File: src/hw/rtl/lrs_pkg.sv
package lrs_pkg;

  localparam int MAX_POINTS = 1024;
  localparam int MAX_DIMS   = 4;

  localparam int PT_W    = $clog2(MAX_POINTS);
  localparam int DIM_W   = $clog2(MAX_DIMS);
  localparam int ADDR_W  = PT_W + DIM_W;
  localparam int COORD_W = 16;
  localparam int CNT_W   = 16;
  localparam int NPT_W   = 11;
  localparam int PROD_W  = CNT_W + PT_W;
  localparam int STEP_W  = 5;
  localparam int CFG_W   = 16;

  localparam logic CFG_OUT_COUNT   = 1'b0;
  localparam logic CFG_POINT_COUNT = 1'b1;

  localparam logic KIND_LOAD  = 1'b0;
  localparam logic KIND_QUERY = 1'b1;

  typedef enum logic [2:0] {
    ST_IDLE,
    ST_MUL,
    ST_DIV_BASE,
    ST_DIV_FRAC,
    ST_RD0,
    ST_RD1,
    ST_MULT,
    ST_FIN
  } lrs_state_t;

  typedef struct packed {
    logic              go;
    logic [CNT_W-1:0]  rem_init;
    logic [CNT_W-1:0]  bits_in;
    logic [STEP_W-1:0] steps;
  } div_req_t;

  typedef struct packed {
    logic             done;
    logic [CNT_W-1:0] quo;
    logic [CNT_W-1:0] rem;
  } div_rsp_t;

endpackage

File: src/hw/rtl/lrs_div.sv
module lrs_div
  import lrs_pkg::*;
(
  input  logic             clk,
  input  logic             rst,
  input  logic [CNT_W-1:0] divisor,
  input  div_req_t         req,
  output div_rsp_t         rsp
);

  logic [CNT_W-1:0]  rem;
  logic [CNT_W-1:0]  sh;
  logic [CNT_W-1:0]  quo;
  logic [STEP_W-1:0] cnt;
  logic              run;
  logic              done;

  logic [CNT_W:0] trial;
  logic [CNT_W:0] diff;
  logic           ge;

  // One restoring step: shift in the next dividend bit, subtract if it fits.
  assign trial = {rem, sh[CNT_W-1]};
  assign diff  = trial - {1'b0, divisor};
  assign ge    = trial >= {1'b0, divisor};

  always_ff @(posedge clk) begin
    if (rst) begin
      run  <= 1'b0;
      done <= 1'b0;
      cnt  <= '0;
    end else begin
      done <= 1'b0;
      if (req.go) begin
        run <= 1'b1;
        cnt <= req.steps;
      end else if (run) begin
        cnt <= cnt - STEP_W'(1);
        if (cnt == STEP_W'(1)) begin
          run  <= 1'b0;
          done <= 1'b1;
        end
      end
    end
  end

  always_ff @(posedge clk) begin
    if (req.go) begin
      rem <= req.rem_init;
      sh  <= req.bits_in;
      quo <= '0;
    end else if (run) begin
      rem <= ge ? diff[CNT_W-1:0] : trial[CNT_W-1:0];
      sh  <= {sh[CNT_W-2:0], 1'b0};
      quo <= {quo[CNT_W-2:0], ge};
    end
  end

  assign rsp.done = done;
  assign rsp.quo  = quo;
  assign rsp.rem  = rem;

endmodule

File: config.mk
export PLATFORM = sky130hd
export DESIGN_NAME = lrs_div
export DESIGN_NICKNAME = d
export VERILOG_FILES = /design/src/hw/rtl/lrs_pkg.sv /design/src/hw/rtl/lrs_div.sv
export SDC_FILE = /design/constraint.sdc
export NUM_CORES = 1
export LEC_CHECK = 0
export BUFFER_PORTS_ARGS = -buffer_cell sky130_fd_sc_hd__buf_2
export CORE_AREA = 8 8 75 110
export DETAILED_ROUTE_END_ITERATION = 12
export DIE_AREA = 0 0 83 118
export HOLD_SLACK_MARGIN = 0.02
export PLACE_DENSITY = 0.77
export SYNTH_ARGS = -nofsm -noshare
export SYNTH_HDL_FRONTEND = slang
export SYNTH_SLANG_ARGS = --single-unit
File: constraint.sdc
create_clock -name clk -period 3.59 [get_ports clk]
set_clock_uncertainty 0.2 [all_clocks]
set_input_delay 1.077 -clock clk [delete_from_list [all_inputs] [get_ports clk]]
set_output_delay 1.077 -clock clk [all_outputs]
set_load 0.1 [all_outputs]
; Yosys cells after proc, flatten, opt, wreduce, memory -nomap -nowiden
; Index checks and enable logic that the tools add are counted.
[word_totals]
reg_bits = 55
latch_bits = 0
ramBits = 0
rom_bits = 0
in_bits = 56
n_memories = 0
[op_classes]
add_sub_neg = 2
multipliers = 0
div_mod_pow = 0
n_lt_le_gt_ge = 1
eq_ne = 1
n_shift = 0
muxes = 11
bitwise = 1
n_reduce_logical = 2
[ops]
columns = operator, n
row1 = $mux W16, 5
row2 = $ge A17 B16 Y1, 1
row3 = $sub A16 B16 Y16, 1
row4 = $mux W5, 2
row5 = $eq A5 B1 Y1 const B, 1
row6 = $sub A5 B1 Y5 const B, 1
row7 = $mux W1, 4
row8 = $reduce_or A3 Y1, 1
row9 = $reduce_bool A2 Y1, 1
row10 = $not A1 Y1, 1

; Depth between registers and ports, before layout
; Gate-level depths: netlist of the first run.
[logic_depth]
word_depth = 4
depth_mapped = 10
depth_no_buf = 10

; Least setup slack after synthesis of the first run
; Ideal clock, no wire load.
[synth_path]
kind = input to register
start = in divisor[0]
end = reg rem[14], data pin
setup_ps = 270
t_arrival_ps = 2989
required_ps = 3120
path_slack_ps = 131
cell_stages = 9
path_buffers = 0
cell_sequence = ha_1 -> inv_1 -> fa_1 -> a21o_1 -> a221oi_4 -> nor4_1 -> o311a_1 -> a2111oi_2 -> o211ai_1
[synth_between]
elab_chain_cells = 4
word_cells_on_any_way = 5
cone_classes = add/sub (1) / order compare (1) / mux (3)
[synth_lines]
columns = element, line
row1 = start: declaration, lrs_div.sv:6  ; input logic [CNT_W-1:0] divisor,
row2 = $sub A16 B16 Y16 / $ge A17 B16 Y1 (equally long branches), "lrs_div.sv:24, lrs_div.sv:25"
row3 = $mux W16 (*), lrs_div.sv:53  ; rem <= ge ? diff[CNT_W-1:0] : trial[CNT_W-1:0];
row4 = $mux W16 (*), lrs_div.sv:52  ; end else if (run) begin
row5 = $mux W16 (*), lrs_div.sv:48  ; if (req.go) begin
row6 = end signal: assignment, lrs_div.sv:49  ; rem <= req.rem_init;
row7 = end signal: assignment, lrs_div.sv:53
row8 = end: declaration, lrs_div.sv:11  ; logic [CNT_W-1:0] rem;
; Every way passes the cells marked *; elsewhere a longest branch is shown, timed or not. The select of a mux whose other input is x is not followed.
; A chain may end at the register's enable or synchronous reset.

; Final worst setup path of the first run
; Same ends and word-level chain as after synthesis.

==> flow_summary.ini, run 1 <==
[run_status]
status = finished, final reports clean

[cells_and_area]
final_cell_mix = buf_2 (88), edfxtp_1 (32), nor2_1 (30)
area_delta_synth_final_pct = 21.2
final_common_cell = buf_2
antenna_cells = 0
fin_nets = 523
drive_above_1_share_pct = 33.0

[synthesis]
yosys_register_bits = 55
syn_avg_cell_area_um2 = 9.85
synth-main-ff-cell = edfxtp_1
synth_edf_count = 32
synthDistinctLibCells = 59
synth_area_um2 = 3430
synth_cells = 348
ys_seq_area_share_pct = 41.4
async_flop_share_pct = 0
ys_warn_count = 0
synth_nets = 423

[sta]
setup_ws_ps = 319
hold_ws_ps = 308
fin_crit_sh_pct = 91.1
finalSetupViolations = 0
final-max-slew-violation-count = 0
slew_headroom_pct = 47.6
finalHoldViolCount = 0
fin_crit_ps = 3270
rsz0062_at_grt = no
timing.fmax_mhz = 306
tightest_slew_ps = 786

[drt]
postRouteAntennaNets = 0
dr.pass1.iters = 4
routed_wl_um = 8990
wire_per_inst_um = 17.0
vias = 3024
drtIter0Drc = 194
vias_per_cell = 5.74
drc = 0

[cts]
cts.hold.buffers_added = 0
post_cts_buffers = 0
cts.path.max_buffers = 2
cts_tree = yes
h-tree-depth = 2
ctsRootBufferMaster = clkbuf_8
clk_latency_ps = 330
postCtsResizedCells = 0
clk_pin_slew_worst_paths_ps = 110
cts.sinks = 55
cts_buffers = 5

[floorplan]
initial_core_util_pct = 51.1
die_h_um = 118
rows = 37
dieArea_um2 = 9790
io_pins = 89
core_area_um2 = 6710
die_width_um = 83

[placed_design]
dp_hpwl_um = 7040
io_buffers = 88
gp_congestion = 0.872
dp_worst_setup_slack_ps = -19.8

[pwr]
leakagePower_uw = 0.00187
p_per_area_nw_per_um2 = 802
peakVddDrop_uv = 351
power_uw = 3340

[global_routing]
grt_max_degree = 41
grt_pass1_wl_um = 14900
grt.overflow.total = 0
track_usage_pct = 18.2
grt_pass1_vias = 3223
antenna_found_initial = 0

[worst_setup_path]
crit_slowest_cell = fa_1
path_cells = buf_2, ha_1, inv_1, fa_1, a21o_1, a221oi_4, nor4_1, o311a_1, a2111oi_2, o211ai_1
worst-path-max-fanout = 2
required_ps = 3470
worstPathArrival_ps = 3150
crit_path_max_incr_delay_ps = 380
path_class = in -> reg
critPathLaunchType = input port
cp-end-kind = flip-flop

[job]
drv_cap = 0

[min_path]
hp-class = reg -> reg
[registers in the layout, summed over array words and instances, names as in the netlist]
register  flops
sh           16
run           1
rem          16
done          1
cnt           5
quo          16
[final timing paths]
check                                          start              endpoint  slack, ps  depth (start not counted)
worst max-delay path                      divisor[0]     rem[14]$_DFFE_PP_        320                         10
worst min-delay path            quo[15]$_SDFFE_PP0P_  quo[15]$_SDFFE_PP0P_        310                          2
worst max register to register      sh[15]$_DFFE_PP_     rem[14]$_DFFE_PP_        660                         10
worst min register to register  quo[15]$_SDFFE_PP0P_  quo[15]$_SDFFE_PP0P_        310                          2
[cell families (layout without fill, tap and decap cells)]
| group | after synthesis | after routing | share of synthesized area [%] |
|---|---|---|---|
| AOI/OAI and AO/OA | 78 | 78 | 17.9 |
| muxes | 30 | 30 | 9.30 |
| and+or+nand+nor | 107 | 107 | 15.6 |
| adders and majority gates | 19 | 19 | 7.15 |
| DFF | 55 | 55 | 41.4 |
| xor gates and xnor gates | 13 | 13 | 3.32 |
| buffers and inverters | 46 | 147 | 5.22 |
[per-stage QoR]
step           TNS, ps  cells  area, um^2  util (%)
6_report             0    527        4160      61.9
5_1_grt              0    527        4160      61.9
4_1_cts              0    527        4160      61.9
3_5_place_dp     -19.8    519        4070      60.6
3_3_place_gp         0    519        4070      60.6
2_1_floorplan        0    348        3430         -
[cell usage after synthesis (3+ instances only)]
cell type   n  share of area (%)
buf_1       3               0.33
a21oi_1    15                2.2
mux2_2     15                4.9
and3_1      3               0.55
nor4_1      3               0.55
a31oi_1     4               0.73
dfxtp_1    23                 13
o311ai_1    5                1.3
clkbuf_1   13                1.4
edfxtp_1   32                 28
nor2_1     30                3.3
inv_1      27                3.0
o21ai_0     8                1.2
a21o_1      6                1.3
nand4_1    10                1.8
nand3_1     9                1.3
o211ai_1    9                2.0
nand2_1    25                2.7
ha_1       18                6.6
nand2b_1    4               0.73
mux2i_1    15                4.4
xor2_1      6                1.5
nor4b_1     3               0.77
xnor2_1     7                1.8
and2_1      5               0.91
nor3_1      5               0.73
[critical path, delay by kind of cell]
family | cells | cell delay [ps]
AOI/OAI and AO/OA | 5 | 1270
adders and majority gates | 2 | 550
buffers and inverters | 2 | 150
and+or+nand+nor | 1 | 100
[final cells by class]
cell class                      instances  area (um^2)
Fill cell                             581         2550
Multi-Input combinational cell        247         1830
Sequential cell                        55         1420
Clock buffer                            5         68.8
Tap cell                               78         97.6
Inverter                               27          101
Clock inverter                          3         18.8
Timing Repair Buffer                  112          621
[where the power goes]
part	internal, uW	leakage, uW	switching (uW)	total (uW)
clock network	138	0.0000483	213	351
registers	814	0.000512	84.1	899
logic	679	0.00131	1410	2090
[routing by layer]
| metal | wire, um | vias to the layer above | part of all wire (%) | track usage, % |
|---|---|---|---|---|
| met4 | 223 | 0 | 2.5 | 8.94 |
| met1 | 3350 | 1422 | 37 | 18.8 |
| met3 | 539 | 18 | 6.0 | 4.29 |
| met2 | 4870 | 89 | 54 | 33.1 |
| li1 | - | 1495 | - | - |
| met5 | 0 | - | 0 | 0 |
Power figures use the tool's default switching activity.
==> run 2, diff against run 1 <==
CELL_PAD_IN_SITES_DETAIL_PLACEMENT = 0   (was not set)
CELL_PAD_IN_SITES_GLOBAL_PLACEMENT = 1   (was not set)
CORE_AREA = 8 8 85 125   (was 8 8 75 110)
DIE_AREA = 0 0 93 133   (was 0 0 83 118)
==> run 2 against run 1 <==
Wire length rose by 5.1%. Final area rose by 1.8%. Sequential share of layout area down 0.60 points. Critical path depth stayed put. Count of clock-buffer cells in the layout up 1. Die area rose by 26%. Final cell count grew 5.5%. Core utilization shrank 13 points. Highest routed layer unchanged. Critical endpoint unchanged. Largest power group unchanged. Clock power grew 42%. Sequential power grew 0.7%. Total power rose by 4.1%. Hold slack worse by 9.5 ps.
==> flow_summary.ini, run 2 (same netlist as run 1, synthesis figures left out) <==
[run_status]
status = finished, final reports clean

[cts]
post_cts_buffers = 0
cts.hold.buffers_added = 0
clk_latency_ps = 300
cts_buffers = 5
ctsRootBufferMaster = clkbuf_16
clk_pin_slew_worst_paths_ps = 70
h-tree-depth = 2
postCtsResizedCells = 0
cts_tree = yes
cts.sinks = 55
cts.path.max_buffers = 2

[placed_design]
place_area_um2 = 4090
gp_congestion = 0.849
dp.cells = 548
io_buffers = 88
dp_hpwl_um = 7260

[sta]
tightest_slew_ps = 814
final-max-slew-violation-count = 0
timing.fmax_mhz = 300
fin_crit_ps = 3330
slew_headroom_pct = 45.8
fin_crit_sh_pct = 92.7
finalSetupViolations = 0
hold_ws_ps = 299
finalHoldViolCount = 0
rsz0062_at_grt = no

[global_routing]
grt_max_degree = 52
grt_pass1_wl_um = 15500
grt.overflow.total = 0
antenna_found_initial = 0
track_usage_pct = 15.5
grt_pass1_vias = 3270

[drt]
drc = 0
wire_per_inst_um = 17.0
vias = 2985
dr.pass1.iters = 4
drtIter0Drc = 98
vias_per_cell = 5.37
routed_wl_um = 9440
postRouteAntennaNets = 0

[cells_and_area]
antenna_cells = 0
largestRegisters = quo (16), rem (16), sh (16)
area_delta_synth_final_pct = 23.4
layout.cell_area.non_filler_um2 = 4230
drive_above_1_share_pct = 32.3
fin_nets = 520
final_common_cell = buf_2
final_cells = 556
final_cell_mix = buf_2 (88), edfxtp_1 (32), nor2_1 (30)

[pwr]
power_uw = 3470
peakVddDrop_uv = 394
leakagePower_uw = 0.00188
p_per_area_nw_per_um2 = 821

[worst_setup_path]
worstPathArrival_ps = 3170
critPathLaunchType = input port
cp-end-kind = flip-flop
required_ps = 3430
worst-path-max-fanout = 2
path_class = in -> reg

[floorplan]
initial_core_util_pct = 39.3
rows = 42
die_h_um = 133
dieArea_um2 = 12400
die_width_um = 93
io_pins = 89
core_area_um2 = 8720

[min_path]
hp-class = reg -> reg

[job]
drv_cap = 0
-- run 2: layout make-up --
class	count	area (um^2)
fill	900	4490
multi-input combinational	247	1830
clock buffer	6	129
inverter	27	101
timing repair buffer	109	598
clock inverter	2	15.0
tap	110	138
sequential	55	1420
-- run 2: routing by layer --
metal	vias to the layer above	track usage, %	share of wire, %
met5	-	0	0
met4	0	4.77	1.4
met3	10	3.79	4.5
met2	59	29.4	54
met1	1435	15.8	40
li1	1481	-	-
-- run 2: worst paths after layout --
| check | from | to | slack [ps] | cells after the start |
|---|---|---|---|---|
| worst min-delay path | quo[15]$_SDFFE_PP0P_ | quo[15]$_SDFFE_PP0P_ | 300 | 2 |
| worst max-delay path | divisor[0] | rem[14]$_DFFE_PP_ | 260 | 10 |
| worst min register to register | quo[15]$_SDFFE_PP0P_ | quo[15]$_SDFFE_PP0P_ | 300 | 2 |
| worst max register to register | sh[15]$_DFFE_PP_ | rem[14]$_DFFE_PP_ | 650 | 10 |
-- run 2: metrics by stage --
step	util [%]	TNS, ps	worst slack, ps
after floorplan	-	0	131
final	48.5	0	262
after CTS	48.5	0	260
after detailed placement	46.9	-62.4	-62.4
after global placement	46.9	-18.5	-18.5
after global routing	48.5	0	123
-- run 2: worst max-delay path, stage by stage --
cell	delay (ps)
buf_2	90
ha_1	160
inv_1	50
fa_1	410
a21o_1	240
a221oi_4	250
nor4_1	110
o311a_1	310
a2111oi_2	330
o211ai_1	130
-- run 2: power by group --
group / internal (uW) / switching (uW) / leakage (uW)
combinational: 667 / 1400 / 0.00130
sequential: 815 / 89.8 / 0.000512
clock: 263 / 235 / 0.0000718
total: 1750 / 1730 / 0.00188
==> run 3, diff against run 2 <==
==> constraint.sdc (replaced) <==
create_clock -name clk -period 3.59 [get_ports clk]
set_clock_uncertainty 0.2 [all_clocks]
set_input_delay 0.1795 -clock clk [delete_from_list [all_inputs] [get_ports clk]]
set_output_delay 0.1795 -clock clk [all_outputs]
set_load 0.1 [all_outputs]
==> run 3 against run 2 <==
Die area unchanged. Sequential cell count unchanged. Via count increased by 3.6%. Critical endpoint unchanged. Largest power group unchanged.
==> flow_summary.ini, run 3 (same netlist as run 1, synthesis figures left out) <==
[run_status]
status = finished, final reports clean

[pwr]
internal_power_uw = 1700
power_uw = 3430
peakVddDrop_uv = 456
pwr-share-seq_pct = 26.1
comb_power_share_pct = 59.2
p_per_area_nw_per_um2 = 764
sw_frac_of_total_pct = 50.3
leakagePower_uw = 0.00197
power.switching_uw = 1730
clock_power_share_pct = 14.7

[floorplan]
die_width_um = 93
dieArea_um2 = 12400
initial_core_util_pct = 39.3
rows = 42
core_area_um2 = 8720
die_h_um = 133
io_pins = 89

[drt]
postRouteAntennaNets = 0
wire_per_inst_um = 16.8
routed_wl_um = 9700
vias = 3091
dr.pass1.iters = 4
drc = 0
drtIter0Drc = 64
vias_per_cell = 5.35

[min_path]
hp-class = in -> reg
holdPathStages = 3
min-delay-start = req[32]
min_to = rem[11]$_DFFE_PP_

[cells_and_area]
fillers = 867
multi_input_area_um2 = 1830
fin_util_pct = 51.4
fin_nets = 542
final-seq-area_um2 = 1420
final_common_cell = buf_2
antenna_cells = 0
drive_above_1_share_pct = 27.8
final_cell_mix = buf_2 (88), dlygate4sd3_1 (36), edfxtp_1 (32)
area_delta_synth_final_pct = 30.8
largestRegisters = quo (16), rem (16), sh (16)

[cts]
h-tree-depth = 2
ctsRootBufferMaster = clkbuf_16
postCtsResizedCells = 0
cts_tree = yes
clk_latency_ps = 300
cts.sinks = 55
cts.path.max_buffers = 2
cts_buffers = 5
clk_pin_slew_worst_paths_ps = 70

[worst_setup_path]
cp_top_family = compound AO/OA/AOI/OAI gates
path_class = reg -> reg
rr_endpoint = rem[14]$_DFFE_PP_
r2r_start = sh[15]$_DFFE_PP_
regToRegSetupSlack_ps = 560
cp_num_buf_inv = 2
critPathLaunchType = flip-flop
crit_top_cell = inv_1
required_ps = 3420
worst-path-max-fanout = 5
worstPathArrival_ps = 2860
worst_r2r_path_depth = 10
cp-end-kind = flip-flop
path_cells = inv_1, ha_1, inv_1, fa_1, a21o_1, a221oi_4, nor4_1, o311a_1, a2111oi_2, o211ai_1
crit_slowest_cell = edfxtp_1
crit_path_max_incr_delay_ps = 400

[global_routing]
grt.overflow.total = 0
track_usage_pct = 15.9
grt_pass1_vias = 3334
antenna_found_initial = 0
grt_max_degree = 45
grt_pass1_wl_um = 15900

[sta]
fin_crit_ps = 3030
finalHoldViolCount = 0
fin_crit_sh_pct = 84.4
tightest_slew_ps = 806
setup_tns_ps = 0
rsz0062_at_grt = no
slew_headroom_pct = 46.3
finalSetupViolations = 0
final-max-slew-violation-count = 0
timing.fmax_mhz = 330

[placed_design]
dp_hpwl_um = 7010
io_buffers = 88
gp_congestion = 0.829

[job]
drv_cap = 0
run 3: routing by layer:
metal / wire [um] / vias to the layer above / GRT usage, % / part of all wire (%)
li1: - / 1527 / - / -
met1: 3780 / 1472 / 16.3 / 39
met2: 5270 / 77 / 29.6 / 54
met3: 488 / 15 / 4.02 / 5.0
met4: 162 / 0 / 5.58 / 1.7
met5: 0 / - / 0 / 0
run 3: how the worst max path moves through the flow:
| stage | slack (ps) | cells past startpoint | from | end |
|---|---|---|---|---|
| 4_1_cts | 560 | 10 | sh[15]$_DFFE_PP_ | rem[14]$_DFFE_PP_ |
| 2_1_floorplan | 330 | 7 | rem[3]$_DFFE_PP_ | rem[14]$_DFFE_PP_ |
| 3_5_place_dp | 600 | 10 | sh[15]$_DFFE_PP_ | rem[14]$_DFFE_PP_ |
| 6_report | 560 | 10 | sh[15]$_DFFE_PP_ | rem[14]$_DFFE_PP_ |
| 3_3_place_gp | 660 | 10 | sh[15]$_DFFE_PP_ | rem[14]$_DFFE_PP_ |
| 5_1_grt | 400 | 10 | sh[15]$_DFFE_PP_ | rem[14]$_DFFE_PP_ |
run 3: cell type report:
type | count | share of cell area [%]
sequential | 55 | 31.7
inverter | 27 | 2.26
clock inverter | 2 | 0.335
clock buffer | 6 | 2.87
multi-input combinational | 247 | 40.8
tap | 110 | 3.07
timing repair buffer | 131 | 19.0
run 3: through the flow:
step | setup WS, ps | hold slack [ps] | area [um^2] | std cells
2_1_floorplan | 327 | 48.6 | 3430 | 348
3_3_place_gp | 661 | 205 | 3980 | 534
3_5_place_dp | 598 | 211 | 3980 | 534
4_1_cts | 562 | 20.3 | 4480 | 577
5_1_grt | 398 | 41.9 | 4490 | 578
6_report | 562 | 23.7 | 4490 | 578
run 3: worst reg2reg max path, cell delays in order (launching register included):
cell,delay [ps]
edfxtp_1,400
inv_1,70
ha_1,150
inv_1,50
fa_1,400
a21o_1,240
a221oi_4,350
nor4_1,110
o311a_1,320
a2111oi_2,340
o211ai_1,140
run 3: power groups by stage:
stage	registers (uW)	clock network, uW	logic, uW
global route	914	533	2170
finish	895	503	2030
global placement	905	0	1980
detailed placement	911	0	1990
CTS	897	516	2030
floorplan	1480	0	977
run 3: what timing repair did:
action	in CTS	in global routing
endpoints found under the hold margin	32	1
buffers inserted	0	0
hold buffers	35	1
